[config.mk]
export PLATFORM = sky130hd
export DESIGN_NAME = tvo_lane_mul
export DESIGN_NICKNAME = d
export VERILOG_FILES = /design/src/hw/rtl/tvo_lane_mul.sv
export SDC_FILE = /design/constraint.sdc
export NUM_CORES = 1
export LEC_CHECK = 0
export BUFFER_PORTS_ARGS = -buffer_cell sky130_fd_sc_hd__buf_2
export CAP_MARGIN = 20
export CORE_MARGIN = 1
export CORE_UTILIZATION = 25
export DETAILED_ROUTE_END_ITERATION = 10
export SLEW_MARGIN = 20
export SYNTH_ARGS = -nofsm -noshare
export SYNTH_HDL_FRONTEND = slang
export SYNTH_SLANG_ARGS = --single-unit
export TNS_END_PERCENT = 20
[constraint.sdc]
create_clock -name i_clk -period 13.18 [get_ports i_clk]
set_input_delay 2.636 -clock i_clk [delete_from_list [all_inputs] [get_ports i_clk]]
set_output_delay 2.636 -clock i_clk [all_outputs]
set_load 0.005 [all_outputs]
[src/hw/rtl/tvo_lane_mul.sv]
module tvo_lane_mul #(
    parameter int A_W = 16,
    parameter int B_W = 16
) (
    input  logic                       i_clk,
    input  logic                       i_en,
    input  logic signed [A_W-1:0]      i_a,
    input  logic signed [B_W-1:0]      i_b,
    output logic signed [A_W+B_W-1:0]  o_p
);

    logic signed [A_W+B_W-1:0] r_p;

    // Register one lane product when the stage loads
    always_ff @(posedge i_clk) begin
        if (i_en) begin
            r_p <= i_a * i_b;
        end
    end

    assign o_p = r_p;

endmodule

# Word-level counts from Yosys, hierarchy flattened
# Index checks and enable logic that the tools add are counted.
word_totals:
  regBits: 32
  out_inout_bits: 32
  word_cells: 2
classes:
  mul: 1
ops:
  columns: ["operator", "count"]
  rows:
  - ["multiplier 16 x 16 -> 32 bit", 1]

# Longest topological paths before layout
logic_depth:
  depth_word: 1
  mapped_depth: 23
  ltp_nobuf: 21

# Worst setup path after synthesis
# Ideal clock, no wire load.
synth_path:
  kind: "in2reg"
  startpoint: "input i_a[15]"
  endpoint: "register r_p[29] (netlist: o_p[29]) (data pin)"
  setup_ns: 0.259
  arrival_time_ns: 8.009
  required_time_ns: 12.921
  path_slack_ns: 4.912
  cell_stages: 20
  path_buffers: 1
  cell_sequence: "clkbuf_1 -> nand2_1 -> inv_1 -> fa_1 -> fa_1 -> fa_1 -> fa_1 -> fa_1 -> inv_1 -> fa_1 -> inv_1 -> ha_1 -> a21oi_1 -> nor2_1 -> o21a_1 -> or4_1 -> o2111ai_1 -> nand2b_1 -> a21oi_1 -> xnor2_1"
synth_between:
  elab_chain_cells: 1
synth_rtl:
  columns: ["item", "line_no", "source"]
  rows:
  - ["start: declaration", "7", "input logic signed [A_W-1:0] i_a,"]
  - ["multiplier 16 x 16 -> 32 bit", "17", "r_p <= i_a * i_b;"]
  - ["end signal: assignment", "17", null]
  - ["end: declaration", "12", "logic signed [A_W+B_W-1:0] r_p;"]
# Every way passes these cells.
# A chain may end at the register's enable or synchronous reset.

# Final worst setup path
layout_path:
  startpoint: "input i_b[7]"
  endpoint: "register r_p[29] (netlist: o_p[29]) (data pin)"
layout_between:
  elab_chain_cells: 1
layout_rtl:
  columns: ["item", "line_no", "source"]
  rows:
  - ["start: declaration", "8", "input logic signed [B_W-1:0] i_b,"]
  - ["multiplier 16 x 16 -> 32 bit", "17", null]
# Every way passes these cells.

==> Implementation_results.wiki <==
{| class="wikitable"
! Metric !! Value
|-
| Share of synthesized area occupied by flip-flops and latches || under 10%
|-
| Critical path type || input port to flop
|-
| Crit-path most repeated cell || sky130_fd_sc_hd__fa_1
|-
| Maximum level of the CTS H-tree || 2
|-
| Overall die height || 211 um
|-
| Final period demand of the worst path || 8.54 ns
|-
| Combined global-route utilization of all metal layers || 11.5%
|-
| Family with the most delay on the worst path || adder cells
|-
| Number of max-cap violations || 0
|-
| Relative slew margins || 50.9%
|-
| Footprint of the multi-input gates || 8670 um2
|-
| Remaining DRCs || 0
|-
| Crit path launch type || input port
|-
| Violation count after the first detailed-routing iteration || 338
|-
| Worst path buffer plus inverter count || 6
|-
| TritonCTS clock tree || built
|-
| Vias after detailed routing || 7,499
|-
| Least setup slack across all paths after layout || 4.64 ns
|-
| Longest individual stage delay on the worst path || 0.55 ns
|-
| Wire length of the first global-routing pass || around 40 mm
|-
| Number of enable-type register cells in the synthesized netlist || 32
|-
| Endpoint of the worst setup timing path || o_p[29]$_DFFE_PP_
|-
| I/O pins || 66
|-
| Pre-CTS WS || 4.41 ns
|-
| Pin count of the biggest net entering global routing || 33
|-
| Slowest-stage cell, CP || sky130_fd_sc_hd__fa_1
|-
| Core area || 43,000 um2
|-
| Post-synth ARST share || 0%
|-
| Endpoint class of the critical path || flop
|-
| Flip-flop count of the largest register, all copies and words added || 32
|-
| Most used flip-flop cell after synthesis || sky130_fd_sc_hd__edfxtp_1
|-
| Path class of the lowest-slack min-delay path || input port to flop
|-
| Syn Area/Cell || ~9.7 um2
|-
| Input/output buffers || 65
|-
| Number of global-route vias before repair || 7,943
|-
| Post-cts sizing count || 0
|-
| Bufs on Longest Clock Path || 2
|-
| Final layout net count || 1,541
|-
| Maximum clock frequency || 117 MHz
|-
| Mapped cell area || 10,900 um2
|-
| Die area || 44,400 um2
|-
| Diodes inserted || 0
|-
| Routability congestion estimate from global placement || 0.825
|-
| Worst EP arrival || 8.57 ns
|-
| Total clock buffers created by CTS || 5
|-
| RSZ-0062 raised after global routing || false
|-
| Overflow left after global routing || 0
|-
| Unique cell type count in the Yosys netlist || 49
|-
| # hold bufs at CTS || 0
|-
| DRT antenna net count || 0
|-
| Most frequent standard cell in the layout excluding fill and tap cells || sky130_fd_sc_hd__inv_1
|-
| CTS clk-pin slew, worst paths || 0.05 ns
|-
| Post-synthesis to final-layout area growth || 9.58%
|-
| Post-CTS repair timing setup buffer count || 0
|-
| Post-detailed-placement half-perimeter wirelength || 20.8 mm
|-
| Count of warnings emitted by yosys || 0
|-
| Final Hold Violating Endpoints || 0
|-
| Number of synthesized register bits || 32
|-
| Total area of sequential cells || 961 um2
|-
| Number of max-slew violations in the final report || 0
|-
| Crit-path max FO || 16
|-
| Floorplan row count || 76
|-
| Number of clock sinks || 32
|-
| Run status || complete, no violations
|-
| Top library cells by usage in the layout, fill and taps aside || sky130_fd_sc_hd__inv_1 (292), sky130_fd_sc_hd__fa_1 (262), sky130_fd_sc_hd__nand2_1 (132)
|-
| Post-synthesis instance total || 1,127
|-
| Fraction of layout cells with a size suffix above 1 || 6.96%
|-
| Fin crit share || between 60 and 70%
|-
| Detailed-routing iteration count for the pre-antenna-repair pass || 7
|-
| Die boundary width || 211 um
|-
| Clock tree root driver cell || sky130_fd_sc_hd__clkbuf_16
|-
| Number of antenna violations at the first check in global routing || 0
|-
| Final setup violation count || 0
|-
| DR vias/cell || approximately 4.3
|-
| Ordered list of cells on the worst path || buf_2 -> nand2_1 -> fa_1 -> inv_1 -> fa_1 -> inv_1 -> fa_1 -> inv_1 -> fa_1 -> fa_1 -> inv_1 -> fa_1 -> inv_1 -> ha_1 -> a2111oi_4 -> o211ai_1 -> a21oi_1 -> o31ai_1 -> o2111ai_1 -> nand2b_1 -> a21oi_1 -> xnor2_1
|-
| Critical path depth in cells || 22
|-
| Total length of routed wires || 23.8 mm
|-
| Total Neg Setup Slack || 0 ns
|-
| Net count after synthesis || between 1,500 and 2,000
|-
| Util after Layout || 27.7%
|-
| Routed wire length per instance || 13.6 um
|-
| Transition time at the pin with the least slew margin || 0.736 ns
|-
| Number of inserted filler cells in the final layout || 4,596
|-
| Data required time of the critical path || 13.22 ns
|-
| Initial core utilization || 25.3%
|-
| Launch point of the critical path || i_b[7]
|}
[logic make-up after synthesis]
logic type / after synthesis / synth area share (%)
buf+inv: 328 / 11.4
flops: 32 / 8.83
fa+ha+maj: 344 / 57.6
simple gates: 311 / 14.3
compound gates: 77 / 4.91
xor+xnor: 35 / 2.82
[synth_stat cells, types with 2 or more instances]
cell | n | area [um2]
sky130_fd_sc_hd__o21a_1 | 4 | 30.0
sky130_fd_sc_hd__nor2_1 | 25 | 93.8
sky130_fd_sc_hd__a21o_1 | 6 | 45.0
sky130_fd_sc_hd__o211ai_1 | 6 | 45.0
sky130_fd_sc_hd__a41o_1 | 2 | 20.0
sky130_fd_sc_hd__o21bai_1 | 4 | 30.0
sky130_fd_sc_hd__nor3_1 | 4 | 20.0
sky130_fd_sc_hd__nand4_1 | 2 | 12.5
sky130_fd_sc_hd__xor2_1 | 4 | 35.0
sky130_fd_sc_hd__fa_1 | 262 | 5250
sky130_fd_sc_hd__and2_1 | 123 | 769
sky130_fd_sc_hd__clkbuf_1 | 31 | 116
sky130_fd_sc_hd__ha_1 | 82 | 1030
sky130_fd_sc_hd__a311oi_1 | 2 | 17.5
sky130_fd_sc_hd__a21oi_1 | 26 | 130
sky130_fd_sc_hd__buf_2 | 2 | 10.0
sky130_fd_sc_hd__nand2_1 | 132 | 495
sky130_fd_sc_hd__inv_1 | 292 | 1100
sky130_fd_sc_hd__nand2b_1 | 4 | 25.0
sky130_fd_sc_hd__o31ai_1 | 3 | 22.5
sky130_fd_sc_hd__nand3_1 | 8 | 40.0
sky130_fd_sc_hd__or3_1 | 2 | 12.5
sky130_fd_sc_hd__o21ai_0 | 12 | 60.1
sky130_fd_sc_hd__nand3b_1 | 2 | 15.0
sky130_fd_sc_hd__o211a_1 | 2 | 20.0
sky130_fd_sc_hd__xnor2_1 | 31 | 272
sky130_fd_sc_hd__edfxtp_1 | 32 | 961
[per-stage QoR]
step / cells / hold WS (ns) / instance area [um2]
2_1_floorplan: 1127 / 2.75 / 10900
3_3_place_gp: 1741 / 3.03 / 11800
3_5_place_dp: 1741 / 3.03 / 11800
4_1_cts: 1748 / 2.87 / 11900
5_1_grt: 1748 / 2.90 / 11900
6_report: 1748 / 2.88 / 11900
[routing by layer]
metal  up-vias  part of all wire (%)  GRT usage [%]
met1      3938                    42           15.0
met2       157                    53           20.6
li1       3392                     -              -
met5         -                     0              0
met4         0                  0.32          0.850
met3        12                   4.8           1.80
[final cells by class]
type | count | area share, %
Clock buffer | 6 | 1.08
Clock inverter | 1 | 0.0420
Inverter | 292 | 9.19
Multi-Input combinational cell | 767 | 72.8
Sequential cell | 32 | 8.06
Tap cell | 585 | 6.14
Timing Repair Buffer | 65 | 2.73
[worst min-delay path by stage]
stage	startpoint	endpoint	slack (ns)	depth (start not counted)
2_1_floorplan	i_en	o_p[0]$_DFFE_PP_	2.75	0
3_3_place_gp	o_p[4]$_DFFE_PP_	o_p[4]	3.03	1
3_5_place_dp	o_p[0]$_DFFE_PP_	o_p[0]	3.03	1
4_1_cts	i_b[0]	o_p[0]$_DFFE_PP_	2.87	2
5_1_grt	i_b[0]	o_p[0]$_DFFE_PP_	2.90	2
6_report	i_b[0]	o_p[0]$_DFFE_PP_	2.88	2
Power is left out: the tool's default activity adds up to more than one toggle a clock period on the data nets, which glitch-free logic cannot reach.
