### src/hw/rtl/tvo_merge.sv
module tvo_merge #(
    parameter int N     = 4,
    parameter int IN_W  = 32,
    parameter int OUT_W = 34
) (
    input  logic                        i_clk,
    input  logic                        i_en,
    input  logic [N-1:0][IN_W-1:0]      i_term,
    output logic signed [OUT_W-1:0]     o_sum
);

    logic signed [OUT_W-1:0] n_sum;
    logic signed [OUT_W-1:0] r_sum;

    // Add the lane terms, sign extended
    always_comb begin
        n_sum = '0;
        for (int i = 0; i < N; i++) begin
            n_sum = n_sum + OUT_W'($signed(i_term[i]));
        end
    end

    always_ff @(posedge i_clk) begin
        if (i_en) begin
            r_sum <= n_sum;
        end
    end

    assign o_sum = r_sum;

endmodule

### config.mk
export PLATFORM = sky130hd
export DESIGN_NAME = tvo_merge
export DESIGN_NICKNAME = d
export VERILOG_FILES = /design/src/hw/rtl/tvo_merge.sv
export SDC_FILE = /design/constraint.sdc
export NUM_CORES = 1
export LEC_CHECK = 0
export BUFFER_PORTS_ARGS = -buffer_cell sky130_fd_sc_hd__buf_2
export CAP_MARGIN = 20
export CORE_ASPECT_RATIO = 0.9
export CORE_MARGIN = 1.5
export CORE_UTILIZATION = 48
export CTS_BUF_LIST = sky130_fd_sc_hd__clkbuf_4 sky130_fd_sc_hd__clkbuf_8
export DETAILED_ROUTE_END_ITERATION = 6
export PLACE_DENSITY = 0.8
export SETUP_SLACK_MARGIN = 0.5
export SLEW_MARGIN = 5
export SYNTH_ARGS = -nofsm -noshare
export SYNTH_HDL_FRONTEND = slang
export SYNTH_SLANG_ARGS = --single-unit
### constraint.sdc
create_clock -name i_clk -period 3.7 [get_ports i_clk]
set_clock_uncertainty 0.15 [all_clocks]
set_input_delay 0.37 -clock i_clk [delete_from_list [all_inputs] [get_ports i_clk]]
set_output_delay 0.37 -clock i_clk [all_outputs]
set_load 0.01 [all_outputs]
== Word level (Yosys, flattened, before mapping) ==
Cells that the tools add are included.

* Register bits: 34
* Word-level logic and storage cells: 4

* Add/subtract/negate cells: 3

{| class="wikitable"
|+ Operator list
! cell !! count
|-
| $add 33x32->34 || 1
|-
| $add 34x32->34 || 1
|-
| $add 32x32->33 || 1
|}

== Longest topological paths before layout ==
Gate-level depths: netlist of the first run.

* Word-level depth: 3
* Mapped depth: 13
* Depth with buffers taken out: 12

== Least setup slack after synthesis of the first run ==
No wires, ideal clock.

* Kind: input port to flip-flop
* Start point: input i_term[1] in the netlist's numbering
* End point: register r_sum[21], in the netlist o_sum[21] (data pin)
* Arrival time: 3.161 ns
* Setup slack: 0.129 ns
* Cell stages on the path: 11
* Buffers on the path: 0
* Cell sequence: fa_1 > fa_1 > ha_1 > fa_1 > a21o_1 > a221o_1 > a21oi_2 > nor3_1 > or2_4 > a21oi_2 > xnor2_1

* Cells in the longest elaborated chain, start to end: 3

{| class="wikitable"
|+ Ends and longest elaborated chain
! what !! RTL line !! text
|-
| start, declared || 8 || <nowiki>input logic [N-1:0][IN_W-1:0] i_term,</nowiki>
|-
| $add 32x32->33 || 19 || <nowiki>n_sum = n_sum + OUT_W'($signed(i_term[i]));</nowiki>
|-
| $add 33x32->34 || 19 ||
|-
| $add 34x32->34 || 19 ||
|-
| named net n_sum[21] || 12 || <nowiki>logic signed [OUT_W-1:0] n_sum;</nowiki>
|-
| end signal, assigned || 25 || <nowiki>r_sum <= n_sum;</nowiki>
|-
| end, declared || 13 || <nowiki>logic signed [OUT_W-1:0] r_sum;</nowiki>
|}

The timed path passes the listed nets, and every way through them passes these cells.
A chain may end at the register's enable or synchronous reset.

== Worst setup path after layout of the first run ==
* Start point: input i_term[1] in the netlist's numbering
* End point: register r_sum[27], in the netlist o_sum[27] (data pin)

Same word-level chain as after synthesis.

==> results of run 1 <==
==> final cells by class <==
| cell class | count | area [um2] | share of cell area, % |
|---|---|---|---|
| well taps | 122 | 153 | 2.41 |
| repair buffers | 194 | 1110 | 17.5 |
| inverters | 171 | 644 | 10.2 |
| clock buffers | 5 | 68.8 | 1.09 |
| clock inverters | 3 | 11.3 | 0.178 |
| multi-input cells | 305 | 3330 | 52.5 |
| flip-flops and latches | 34 | 1020 | 16.1 |
==> cells by family after synthesis <==
logic type | after synthesis | synth area share (%)
xor gates and xnor gates | 30 | 5.65
and+or+nand+nor | 83 | 8.45
adders and majority gates | 98 | 36.9
DFF | 34 | 22.0
buffers and inverters | 179 | 14.5
AOI/OAI and AO/OA | 94 | 12.5
==> layer usage <==
layer / share of wire, % / up-vias / track usage [%] / wire (um)
li1: - / 1996 / - / -
met1: 42 / 1935 / 27.4 / 4680
met2: 51 / 141 / 40.3 / 5660
met3: 5.5 / 10 / 2.75 / 605
met4: 1.1 / 0 / 5.22 / 124
met5: 0 / - / 0 / 0
==> report_power, final <==
part	internal, mW	leakage, nW	switching, mW
logic	1.21	2.93	1.36
clock network	0.126	0.0407	0.138
registers	0.713	0.333	0.0564
==> path summary, 6_finish.rpt <==
path  startpoint        end  cells past startpoint
max    i_term[1]  o_sum[27]                     13
min   i_term[96]   o_sum[0]                      2
==> metrics by stage <==
step | area, um2 | util (%) | power, mW
final | 6340 | 68.5 | 3.61
after global routing | 6340 | 68.5 | 3.89
after floorplan | 4870 | - | 2.33
after global placement | 5850 | 63.2 | 2.92
after detailed placement | 5850 | 63.2 | 2.98
after CTS | 6100 | 66.0 | 3.39
==> repair_timing <==
action                                  4_1_cts  5_1_grt
buffers inserted                              8       13
gates resized for setup                      19       41
endpoints found under the setup margin       15       19
pin swaps                                    34       30
==> critical path: stages <==
cell,delay (ps)
sky130_fd_sc_hd__buf_6,90
sky130_fd_sc_hd__fa_1,540
sky130_fd_sc_hd__fa_1,420
sky130_fd_sc_hd__ha_2,200
sky130_fd_sc_hd__fa_2,340
sky130_fd_sc_hd__a21o_1,210
sky130_fd_sc_hd__a221o_1,360
sky130_fd_sc_hd__nand4_1,130
sky130_fd_sc_hd__nand4_1,140
sky130_fd_sc_hd__buf_4,180
sky130_fd_sc_hd__nand2_4,50
sky130_fd_sc_hd__o21a_1,140
sky130_fd_sc_hd__xnor2_1,70
==> Yosys cell counts (2+ instances only) <==
cell	count	area, um2
sky130_fd_sc_hd__o221ai_1	2	17.5
sky130_fd_sc_hd__a21oi_2	3	26.3
sky130_fd_sc_hd__o21ai_0	9	45.0
sky130_fd_sc_hd__a21boi_1	2	15.0
sky130_fd_sc_hd__o21ai_1	10	50.1
sky130_fd_sc_hd__xor2_1	10	87.6
sky130_fd_sc_hd__o21bai_1	3	22.5
sky130_fd_sc_hd__nand2_1	29	109
sky130_fd_sc_hd__nand4_1	12	75.1
sky130_fd_sc_hd__xnor2_1	20	175
sky130_fd_sc_hd__edfxtp_1	34	1020
sky130_fd_sc_hd__nor2_1	19	71.3
sky130_fd_sc_hd__o211ai_1	3	22.5
sky130_fd_sc_hd__a31oi_1	2	12.5
sky130_fd_sc_hd__ha_1	33	413
sky130_fd_sc_hd__and3_1	5	31.3
sky130_fd_sc_hd__nand3_1	3	15.0
sky130_fd_sc_hd__nor2b_1	2	12.5
sky130_fd_sc_hd__a21oi_1	37	185
sky130_fd_sc_hd__a21o_1	10	75.1
sky130_fd_sc_hd__nor3_1	7	35.0
sky130_fd_sc_hd__buf_2	3	15.0
sky130_fd_sc_hd__and2_1	2	12.5
sky130_fd_sc_hd__fa_1	65	1300
sky130_fd_sc_hd__inv_1	171	642
sky130_fd_sc_hd__o21a_1	4	30.0
sky130_fd_sc_hd__clkbuf_1	5	18.8
==> impl_summary.txt, run 1 <==
----------------------------------------------------
[Clock tree]
  TritonCTS clock tree ... yes
  CTS Buf Count ... 5
  Clock Sink Count ... 34
  Depth of the CTS H-tree ... 2
  Clock slew seen by the registers of the worst setup and hold paths ... 70 ps
  Hold buffers post-CTS ... 0
  Cell at the root of the clock tree ... sky130_fd_sc_hd__clkbuf_8
  Number of buffers between clock root and the deepest sink ... 2

[Global routing]
  Number of antenna violations at the first check in global routing ... 0
  Vias in the first global route ... roughly 4,000
  Total Routing Usage GR ... a little over a fifth
  First-pass GRT wire length ... ~18,000 um
  Sum of overflow across all layers after global routing ... 0
  Largest net degree at the start of global routing ... 35

[STA]
  Final Slew Violations ... 0
  Slew at the pin closest to its max-slew limit ... between 800 and 900 ps
  Setup violations, final ... 0
  Final clock period utilization by the worst path ... roughly nine tenths
  Worst hold margin ... roughly 240 ps
  RSZ-0062 raised after global routing ... true
  Final min period ... between 3000 and 4000 ps
  Final hold vios ... 0
  Maximum clock frequency ... a little under 300 MHz
  Final WS setup ... 323 ps
  Total Neg Setup Slack ... 0 ps
  Max-slew headroom ... between 40% and 50%

[Die]
  Area of the core ... slightly above 9000 um2
  Die width ... 107 um
  Number of placed I/O pins ... about 160
  Die height ... about 96 um
  DIE AREA ... 10,300 um2
  Site row count ... 33
  Initial standard-cell utilization of the core ... approximately 50%

[Cells and area]
  Most frequent cells in the layout ... 157 x sky130_fd_sc_hd__buf_2, 155 x sky130_fd_sc_hd__inv_1, 64 x sky130_fd_sc_hd__fa_1
  Final standard cell count with taps included and fillers excluded ... about 830
  Synthesis-to-layout area growth ... 36.3%
  Flip-flop count of the largest register, all copies and words added ... 34
  Antenna Diode Count ... 0
  Net count, final ... between 900 and 1,000
  Most frequent standard cell in the layout excluding fill and tap cells ... sky130_fd_sc_hd__buf_2
  Share of layout cells above drive strength 1 ... a little under two fifths
  Filler cell count in the final layout ... about 720

[Power and ir drop]
  Worst vdd rail ir drop ... ~0.27 mV
  Reported leakage power ... roughly 3.3 nW
  Cell area power density ... ~570 nW/um2

[Synth]
  Yosys synthesis warning count ... 0
  Number of distinct standard cells referenced by the synthesized netlist ... 40
  Cell area after synthesis ... 4650 um2
  Post-synth ARST share ... 0%
  Post-Syn Area per Cell ... about 9 um2
  Total of flip-flops plus latches after synthesis ... 34
  Number of flops mapped to enable cells by yosys ... 34
  Sequential fraction of the synthesis area ... ~22%
  Total nets after synthesis ... 746
  Number of instances in the synthesized netlist ... between 500 and 600
  Main flop type after synthesis ... sky130_fd_sc_hd__edfxtp_1

[Setup path]
  Critical-path maximum fanout ... 3
  Type of element launching the critical path ... input port
  Data required time at the worst endpoint ... 3580 ps
  Classification of the worst setup path ... in -> reg
  Category of the worst setup path capture point ... register
  Data arrival time of the critical path ... 3260 ps

[Route]
  DRT antenna net count ... 0
  Average wire per standard cell ... roughly 13 um
  Initial DRT Pass Iterations ... 4
  Wire length after detailed routing ... 11,100 um
  Post-DR vias/cell ... just under 5
  Remaining design rule violation count ... 0
  DRT iter0 DRCs ... about 220
  Routed vias ... a little over 4,000

[Place]
  Detailed Place HPWL ... between 9000 and 10,000 um
  Post-place setup slack ... -64.6 ps
  Placed cell count ... 805
  Gpl congestion ... ~0.84
  Port bufs ... 163

[Worst hold path]
  Hold WC Path Type ... in -> reg

[Status]
  Outcome ... finished, final reports clean

[Run]
  Maximum capacitance violations ... 0

----------------------------------------------------
Note: power is estimated with default switching activity, not from simulation.
==> run 2, diff against run 1 <==
CORE_MARGIN = 4   (was 1.5)
RECOVER_POWER = 25   (was not set)
REMOVE_ABC_BUFFERS = 1   (was not set)
==> impl_summary.txt, run 2 (synthesized netlist as in run 1, its figures left out) <==
----------------------------------------------------
[Status]
  Outcome ... finished with violations
  Violated checks ... max-capacitance violations, max-slew violations

[Die]
  Area of the core ... just over 9000 um2
  Number of placed I/O pins ... between 150 and 200
  Site row count ... 33
  DIE AREA ... 11,300 um2
  Initial standard-cell utilization of the core ... between 50% and 60%
  Die height ... roughly 100 um
  Die width ... around 110 um

[Setup path]
  Critical Path Start ... i_term[1]
  Data required time at the worst endpoint ... approximately 3600 ps
  Cell-by-cell trace of the critical path ... buf_6 > fa_1 > fa_1 > ha_2 > fa_2 > a21o_1 > a221o_1 > a21oi_2 > nor3_2 > or2_4 > a21oi_2 > xnor2_1
  Type of element launching the critical path ... input port
  Worst-path cell with the longest stage delay ... sky130_fd_sc_hd__fa_1
  Critical-path maximum fanout ... 3
  Count of buffer and inverter cells on the critical path ... 1
  Worst path depth ... 12
  Category of the worst setup path capture point ... register
  Data arrival time of the critical path ... roughly 3300 ps
  Classification of the worst setup path ... in -> reg
  Cell family contributing the most delay on the critical path ... adder cells
  Timing endpoint of the critical path ... o_sum[21]
  Delay of the slowest critical-path stage ... about 550 ps

[Power and ir drop]
  Reported leakage power ... around 3.3 nW
  Clock power frac ... approximately a tenth
  Switch Pwr ... ~1.5 mW
  Part of the power in registers ... 21.7%
  Fraction of power spent switching nets ... between 40 and 50%
  Cell area power density ... roughly 570 nW/um2
  Worst vdd rail ir drop ... 0.261 mV
  Combinational power share ... about 69%
  P_int ... ~2 mW

[Cells and area]
  Most frequent standard cell in the layout excluding fill and tap cells ... sky130_fd_sc_hd__inv_1
  Most frequent cells in the layout ... 170 x sky130_fd_sc_hd__inv_1, 161 x sky130_fd_sc_hd__buf_2, 64 x sky130_fd_sc_hd__fa_1
  Util after Layout ... roughly two thirds
  Flip-flop count of the largest register, all copies and words added ... 34
  Net count, final ... 940
  Antenna Diode Count ... 0
  Synthesis-to-layout area growth ... 33.3%
  Share of layout cells above drive strength 1 ... 33.8%

[Route]
  Initial DRT Pass Iterations ... 4
  Remaining design rule violation count ... 0
  Routed vias ... 4,008
  DRT iter0 DRCs ... 132
  DRT antenna net count ... 0
  Wire length after detailed routing ... between 10,000 and 15,000 um
  Post-DR vias/cell ... 4.80
  Average wire per standard cell ... approximately 13 um

[Clock tree]
  CTS Buf Count ... 5
  TritonCTS clock tree ... yes
  Clock slew seen by the registers of the worst setup and hold paths ... ~70 ps
  Clock Sink Count ... 34
  Cell at the root of the clock tree ... sky130_fd_sc_hd__clkbuf_8
  Number of buffers between clock root and the deepest sink ... 2
  Hold buffers post-CTS ... 0
  Depth of the CTS H-tree ... 2

[STA]
  Final min period ... about 3400 ps
  RSZ-0062 raised after global routing ... true
  Final clock period utilization by the worst path ... around 90%
  Slew at the pin closest to its max-slew limit ... 1910 ps
  Setup violations, final ... 0
  Final hold vios ... 0
  Max-slew headroom ... -27.6%
  Final WS setup ... ~320 ps
  Maximum clock frequency ... 296 MHz
  Final Slew Violations ... 35

[Place]
  Gpl congestion ... 0.835
  Detailed Place HPWL ... ~9400 um
  Port bufs ... 163
  Post-place setup slack ... -144 ps

[Global routing]
  Total Routing Usage GR ... 19.2%
  Number of antenna violations at the first check in global routing ... 0
  Global routing met2 resource utilization ... 34.3%
  First-pass GRT wire length ... roughly 18,000 um
  Largest net degree at the start of global routing ... 35
  GR Layer Usage met3 ... 2.99%
  Vias in the first global route ... about 4,200
  Layer with the highest usage ... met2
  Met1 Track Usage GR ... around a quarter
  Sum of overflow across all layers after global routing ... 0

[Run]
  Maximum capacitance violations ... 1

[Worst hold path]
  Worst Hold Launch ... i_term[96]
  Hold WC Path Type ... in -> reg

----------------------------------------------------
run 2: cell types whose count changed in the layout (fill, tap and decap cells not counted), moves of 2 or more:
cell / before / now
sky130_fd_sc_hd__ha_1: 16 / 23
sky130_fd_sc_hd__a21oi_2: 9 / 6
sky130_fd_sc_hd__buf_6: 11 / 7
sky130_fd_sc_hd__inv_1: 155 / 170
sky130_fd_sc_hd__clkinv_1: 3 / 0
sky130_fd_sc_hd__ha_4: 15 / 9
sky130_fd_sc_hd__inv_2: 15 / 1
sky130_fd_sc_hd__buf_2: 157 / 161
sky130_fd_sc_hd__a21oi_1: 29 / 33
sky130_fd_sc_hd__clkinv_2: 0 / 2
sky130_fd_sc_hd__nand2_1: 24 / 26
run 2: final cells by class:
| class | instances | area (um2) |
|---|---|---|
| tap | 122 | 153 |
| clock inverter | 3 | 40.0 |
| inverter | 171 | 642 |
| timing repair buffer | 195 | 1080 |
| multi-input combinational | 305 | 3190 |
| fill | 732 | 3090 |
| sequential | 34 | 1020 |
| clock buffer | 5 | 68.8 |
run 2: worst min path at each step:
stage	slack [ps]	to	cells past startpoint
after floorplan	330	o_sum[0]	0
after global routing	250	o_sum[0]	2
after detailed placement	540	o_sum[0]	2
after global placement	520	o_sum[0]	2
after CTS	240	o_sum[0]	2
final	240	o_sum[0]	2
run 2: power by group through the flow:
stage          combinational [mW]  sequential (mW)  clock (mW)
2_1_floorplan                1.30            0.872           0
3_3_place_gp                 2.09            0.778           0
3_5_place_dp                 2.13            0.779           0
4_1_cts                      2.35            0.771       0.342
5_1_grt                      2.70            0.783       0.363
6_report                     2.44            0.769       0.339
run 2: stage by stage:
stage                     setup TNS (ps)  instance area (um2)  cells  hold WS, ps  power [mW]
after floorplan                        0                 4620    510          332        2.17
after global placement              -104                 5750    817          525        2.87
after detailed placement            -478                 5750    817          537        2.91
after CTS                              0                 6120    831          241        3.46
after global routing                   0                 6200    835          253        3.85
final                                  0                 6200    835          241        3.55
run 2: timing repair:
| action | 4_1_cts | 5_1_grt |
|---|---|---|
| buffers inserted | 6 | 4 |
| gates resized for setup | 32 | 12 |
| pin swaps | 24 | 10 |
| endpoints found under the setup margin | 21 | 21 |
| cloned | 0 | 0 |
run 2: routing by layer:
metal | part of all wire [%] | routed length (um) | vias to the layer above
met5 | 0 | 0 | -
li1 | - | - | 2001
met3 | 6.3 | 683 | 13
met4 | 1.2 | 128 | 0
met2 | 50 | 5410 | 132
met1 | 43 | 4660 | 1862
